### config.mk
export PLATFORM = sky130hd
export DESIGN_NAME = pld_sqrt
export DESIGN_NICKNAME = d
export VERILOG_FILES = /design/src/pld_pkg.sv /design/src/pld_sqrt.sv
export SDC_FILE = /design/constraint.sdc
export NUM_CORES = 2
export LEC_CHECK = 0
export BUFFER_PORTS_ARGS = -buffer_cell sky130_fd_sc_hd__buf_2
export CAP_MARGIN = 20
export CORE_ASPECT_RATIO = 1.4
export CORE_MARGIN = 10
export CORE_UTILIZATION = 63
export CTS_CLUSTER_DIAMETER = 40
export CTS_CLUSTER_SIZE = 10
export DETAILED_ROUTE_END_ITERATION = 16
export PLACE_DENSITY_LB_ADDON = 0.05
export SLEW_MARGIN = 20
export SYNTH_ARGS = -nofsm -noshare
export SYNTH_HDL_FRONTEND = slang
export SYNTH_MEMORY_MAX_BITS = 65536
export SYNTH_SLANG_ARGS = --single-unit
### constraint.sdc
create_clock -name clk -period 4.2 [get_ports clk]
set_input_delay 0.21 -clock clk [delete_from_list [all_inputs] [get_ports clk]]
set_output_delay 0.21 -clock clk [all_outputs]
set_load 0.01 [all_outputs]
### src/pld_pkg.sv
`timescale 1ns / 1ps
// shared widths and types for the point-line distance pipeline
// no dependencies; used by pld_sqrt, point_line_distance and the test files
package pld_pkg;

  localparam int IN_W   = 32;          // width of every input coordinate port
  localparam int FRAC_W = 32;          // fractional bits of the projection scale t
  localparam int DSQ_W  = 64;          // squared distance, unsigned q32.32
  localparam int ROOT_W = DSQ_W / 2;   // bits of the floor square root
  localparam int DIST_W = 48;          // distance port width

  typedef logic [DSQ_W-1:0]  dsq_t;
  typedef logic [ROOT_W-1:0] root_t;

endpackage

### src/pld_sqrt.sv
`timescale 1ns / 1ps
// pipelined floor square root, one root bit per stage, with sideband
// depends on pld_pkg for the default radicand width
module pld_sqrt #(
  parameter int XW = pld_pkg::DSQ_W,
  parameter int SW = 1
) (
  input  logic              clk,
  input  logic              rst,
  input  logic              en,
  input  logic              in_vld,
  input  logic [XW-1:0]     radicand,
  input  logic [SW-1:0]     side,
  output logic              out_vld,
  output logic [XW/2-1:0]   root,
  output logic [SW-1:0]     side_out
);

  localparam int RW  = XW / 2;
  localparam int RMW = RW + 2;

  logic           vld_q  [RW];
  logic [RMW-1:0] rem_q  [RW];
  logic [XW-1:0]  x_q    [RW];
  logic [RW-1:0]  root_q [RW];
  logic [SW-1:0]  sd_q   [RW];

  for (genvar k = 0; k < RW; k++) begin : g_step
    logic           vld_i;
    logic [RMW-1:0] rem_i;
    logic [XW-1:0]  x_i;
    logic [RW-1:0]  root_i;
    logic [SW-1:0]  sd_i;
    logic [RMW+1:0] cand;
    logic [RMW+1:0] trial;
    logic [RMW+1:0] diff;
    logic           ge;

    if (k == 0) begin : g_first
      assign vld_i  = in_vld;
      assign rem_i  = '0;
      assign x_i    = radicand;
      assign root_i = '0;
      assign sd_i   = side;
    end else begin : g_next
      assign vld_i  = vld_q[k-1];
      assign rem_i  = rem_q[k-1];
      assign x_i    = x_q[k-1];
      assign root_i = root_q[k-1];
      assign sd_i   = sd_q[k-1];
    end

    // bring down the next two radicand bits and try root*4+1
    assign cand  = {rem_i, x_i[XW-1:XW-2]};
    assign trial = {2'b00, root_i, 2'b01};
    assign diff  = cand - trial;
    assign ge    = (cand >= trial);

    always_ff @(posedge clk) begin
      if (rst) begin
        vld_q[k] <= 1'b0;
      end else if (en) begin
        vld_q[k] <= vld_i;
      end
    end

    always_ff @(posedge clk) begin
      if (en) begin
        rem_q[k]  <= ge ? diff[RMW-1:0] : cand[RMW-1:0];
        x_q[k]    <= {x_i[XW-3:0], 2'b00};
        root_q[k] <= {root_i[RW-2:0], ge};
        sd_q[k]   <= sd_i;
      end
    end
  end

  assign out_vld  = vld_q[RW-1];
  assign root     = root_q[RW-1];
  assign side_out = sd_q[RW-1];

endmodule

# Word-level counts from Yosys, hierarchy flattened
# Memory sizes are Yosys's and may differ from the RTL's.
# Index checks and enable logic that the tools add are counted.
# classes
add_sub_neg	32
n_lt_le_gt_ge	32
mux	70
n_bitwise	32
# op_table
operator	n
$ge 36x34->1	31
$mux 34	32
$sub 34x34->34	31
$mux 1	38
$or 1x1->1	32
$sub 2x1->3 const B	1
$ge 2x1->1 const B	1
# word_totals
register_bits	0
ram_bits	4160
input_bits	69
output_inout_bits	34
word_cells	171
memories	5
# mem_list
memory	depth	word_bits	read_ports	rd_ports_with_merged_regs	wr	line	source
x_q	32	62	31	0	32	pld_sqrt.sv:24	logic [XW-1:0] x_q [RW];
rem_q	32	34	31	0	32	pld_sqrt.sv:23	logic [RMW-1:0] rem_q [RW];
root_q	32	32	32	0	32	pld_sqrt.sv:25	logic [RW-1:0] root_q [RW];
sd_q	32	1	32	0	32	pld_sqrt.sv:26	logic [SW-1:0] sd_q [RW];
vld_q	32	1	32	0	32	pld_sqrt.sv:22	logic vld_q [RW];

# Logic depth before layout (Yosys ltp)
# logic_depth
ltp_word	4
depth_mapped	14
mapped_depth_nobuf	12

# Worst setup path before layout
# OpenSTA, ideal clock, no wires.
# synth_timing
path_kind	flip-flop to flip-flop
from	mem rem_q[1][136] in the netlist's numbering
to	mem rem_q[1][171] in the netlist's numbering (data pin)
setup_ns	0.267
arrival_ns	3.117
required_ns	3.933
path_slack_ns	0.816
path_stages_with_launch	11
period_less_slack_ns	3.384
path_cell_list	edfxtp_1 ha_1 nor2b_1 o211ai_1 a21boi_0 o41ai_1 o221ai_1 a211oi_1 clkbuf_1 buf_1 o21ai_0
# synth_lines
element	line
start, declared	pld_sqrt.sv:23

==> flow_metrics.env <==
export IMPL_outcome="completed"
export IMPL_cpMaxStageDelayCell="or4_1"
export IMPL_synth_area_leaders="edfxtp_1 (65%), ha_1 (5.9%), xor2_1 (3.2%)"
export IMPL_power_per_cell_area_nw_per_um2=559
export IMPL_syn_to_final_growth_pct=12.4
export IMPL_drive_above_1_share=0.0821
export IMPL_power_frac_clock=0.340
export IMPL_drc=0
export IMPL_worst_hold_slack_ns=0.0624
export IMPL_min_path_type="in -> reg"
export IMPL_yosys_area_share_simple=0.101
export IMPL_die_y_um=536
export IMPL_via_per_inst=5.99
export IMPL_ys_flop_type="edfxtp_1"
export IMPL_die_area_um2=208000
export IMPL_ys_seq_elements=2587
export IMPL_via_count=74100
export IMPL_synth_edff_count=2587
export IMPL_worst_ir_drop_vdd_v=0.000442
export IMPL_rsz0062_at_grt="no"
export IMPL_dieWidth_um=389
export IMPL_drt_total_wl_um=273000
export IMPL_start_kind="flop"
export IMPL_synth_nets=9916
export IMPL_ctsHoldBuffers=70
export IMPL_synthMuxAreaShare=0.00494
export IMPL_ios=103
export IMPL_arrival_ns=4.65
export IMPL_avgSynthCellArea_um2=12.9
export IMPL_yosys_warnings=0
export IMPL_cts_resized=0
export IMPL_synth_top_cell_area_share=0.648
export IMPL_setup_viol=0
export IMPL_grt_max_degree=178
export IMPL_root_buffer="clkbuf_16"
export IMPL_critPathKind="reg -> reg"
export IMPL_ant_nets=0
export IMPL_path_cells="inv_1 -> ha_1 -> nand4_1 -> or3_1 -> or4_1 -> a21oi_1 -> nor3_2 -> buf_12 -> a2111oi_0 -> xor2_1"
export IMPL_synth_distinct_cells=95
export IMPL_syn_inst=9285
export IMPL_maxCapViolations=0
export IMPL_final_setup_tns_ns=0
export IMPL_async_flop_share=0
export IMPL_crit_family="simple AND/OR/NAND/NOR gates"
export IMPL_cts_buffers=333
export IMPL_core_um2=189000
export IMPL_skew_ns=0.0558
export IMPL_fin_util=0.712
export IMPL_htree_levels=5
export IMPL_worst_slack_ns=0.128
export IMPL_syn_area_um2=120000
export IMPL_cp_slowest_stage_delay_ns=0.82
export IMPL_antenna_found_initial=6
export IMPL_cts_sinks=2587
export IMPL_synth_most_common_cell="edfxtp_1"
export IMPL_pre_cts_slack_ns=0.161
export IMPL_critPathMaxFanout=21
export IMPL_yosys_area_share_adder=0.0586
export IMPL_period_minus_slack_ns=4.07
export IMPL_hold_viol=0
export IMPL_drtIter0Drc=5378
export IMPL_initial_utilization=0.633
export IMPL_wl_per_cell_um=22.1
export IMPL_path_clk_slew_ns=0.05
export IMPL_synth_top_cell_by_area="edfxtp_1"
export IMPL_synth_top_family_by_area="simple AND/OR/NAND/NOR gates"
export IMPL_synth_common_cells="edfxtp_1 (2,587), inv_1 (722), nand2_1 (697)"
export IMPL_gr_total_overflow=0
export IMPL_slew_headroom=0.306
export IMPL_p_leak_nw=51.7
export IMPL_combPwrFrac=0.196
export IMPL_swShare=0.283
export IMPL_track_usage=0.258
export IMPL_fmax_ghz=0.246
export IMPL_synth_xor_area_share=0.0612
export IMPL_worst_setup_path_end_kind="flop"
export IMPL_final_period_utilization=0.969
export IMPL_crit_buf_inv=2
export IMPL_power_switching_w=0.0213
export IMPL_fin_area_um2=135000
export IMPL_clock_path_buffers=4
export IMPL_portBuffers=102
export IMPL_crit_required_ns=4.78
export IMPL_placed_area_um2=124000
export IMPL_synth_compound_area_frac=0.0974
export IMPL_grt_pass1_wl_um=420000
export IMPL_tightest_slew_ns=1.01
export IMPL_first_pass_iters=8
export IMPL_gp_congestion=0.949
export IMPL_report_final_slew_viol_count=0
export IMPL_cts_setup_buffers=0
export IMPL_sequentialPowerShare=0.464
export IMPL_yosysSeqAreaShare=0.648
export IMPL_fin_nets=10400
export IMPL_cts_tree="built"
export IMPL_grt_pass1_vias=75900
export IMPL_clk_latency_ns=0.85
export IMPL_num_rows=189
export IMPL_dp_hpwl_um=195000
export IMPL_power_internal_w=0.0540
==> logic make-up after synthesis <==
group                      after synthesis
AOI/OAI and AO/OA                     1890
xor gates and xnor gates               838
adders and majority gates              562
buffers and inverters                  916
DFF                                   2587
muxes                                   54
other                                    1
and+or+nand+nor                       2437
==> sequential cells by signal, summed over array words and instances, names as in the netlist <==
signal	cells
rem_q	1003
root_q	528
sd_q	32
vld_q	32
x_q	992
==> per-layer routing <==
| metal | vias up | track usage | part of all wire |
|---|---|---|---|
| met2 | 2140 | 0.494 | 0.55 |
| met5 | - | 0 | 0 |
| met1 | 36000 | 0.263 | 0.34 |
| met4 | 0 | 0.159 | 0.069 |
| met3 | 795 | 0.0334 | 0.039 |
| li1 | 35200 | - | - |
==> power groups by stage <==
stage                     logic [W]  registers (W)  clock network, W
after floorplan              0.0104         0.0342                 0
after global placement       0.0142         0.0352                 0
after detailed placement     0.0145         0.0353                 0
after CTS                    0.0147         0.0349            0.0260
after global routing         0.0163         0.0351            0.0271
final                        0.0148         0.0349            0.0256
==> cell usage in the layout, fill, tap and decap left out, drive strengths merged, types with 28 or more instances in the layout <==
cell	count
o31ai	62
and3	40
nand2	698
nor4	117
dlygate4sd3	70
o21a	98
nor3	234
edfxtp	2587
diode	28
inv	738
nand2b	112
buf	256
or3	96
xnor2	396
clkbuf	358
mux2	41
nor2	510
o21ai	549
a211oi	43
clkinv	56
nand4	106
a21o	238
nor2b	82
nand3	151
a31oi	51
xor2	442
ha	562
o211ai	42
and2	58
or2	59
or4	69
a21oi	544
o21bai	52
==> path summary, 6_finish.rpt <==
check,start,endpoint,slack [ns],cells after the start
max,root_q[7][55],rem_q[1][509],0.13,10
min,radicand[61],x_q[0][61],0.06,2
max reg2reg,root_q[7][55],rem_q[1][509],0.13,10
min reg2reg,x_q[4][54],x_q[4][118],0.38,0
==> layout make-up <==
cell class              instances  area, um2
inverters                     725       2720
flip-flops and latches       2587      77700
clock inverters                95       1160
fillers                     12500      54600
diodes                         28       70.1
clock buffers                 358       8510
repair buffers                326       2700
well taps                    2483       3110
multi-input cells            5782      38800
==> metrics by stage <==
| stage | power (W) | instances |
|---|---|---|
| after floorplan | 0.0447 | 9285 |
| after global placement | 0.0494 | 11800 |
| after detailed placement | 0.0498 | 11800 |
| after CTS | 0.0756 | 12400 |
| after global routing | 0.0785 | 12400 |
| final | 0.0753 | 12400 |
==> worst register-to-register path, stage by stage, from the launching register on <==
cell and delay (ns):
edfxtp_1 0.35, inv_1 0.05, ha_1 0.41, nand4_1 0.31, or3_1 0.68, or4_1 0.82
a21oi_1 0.27, nor3_2 0.12, buf_12 0.18, a2111oi_0 0.48, xor2_1 0.12
Note: power is estimated with default switching activity, not from simulation.
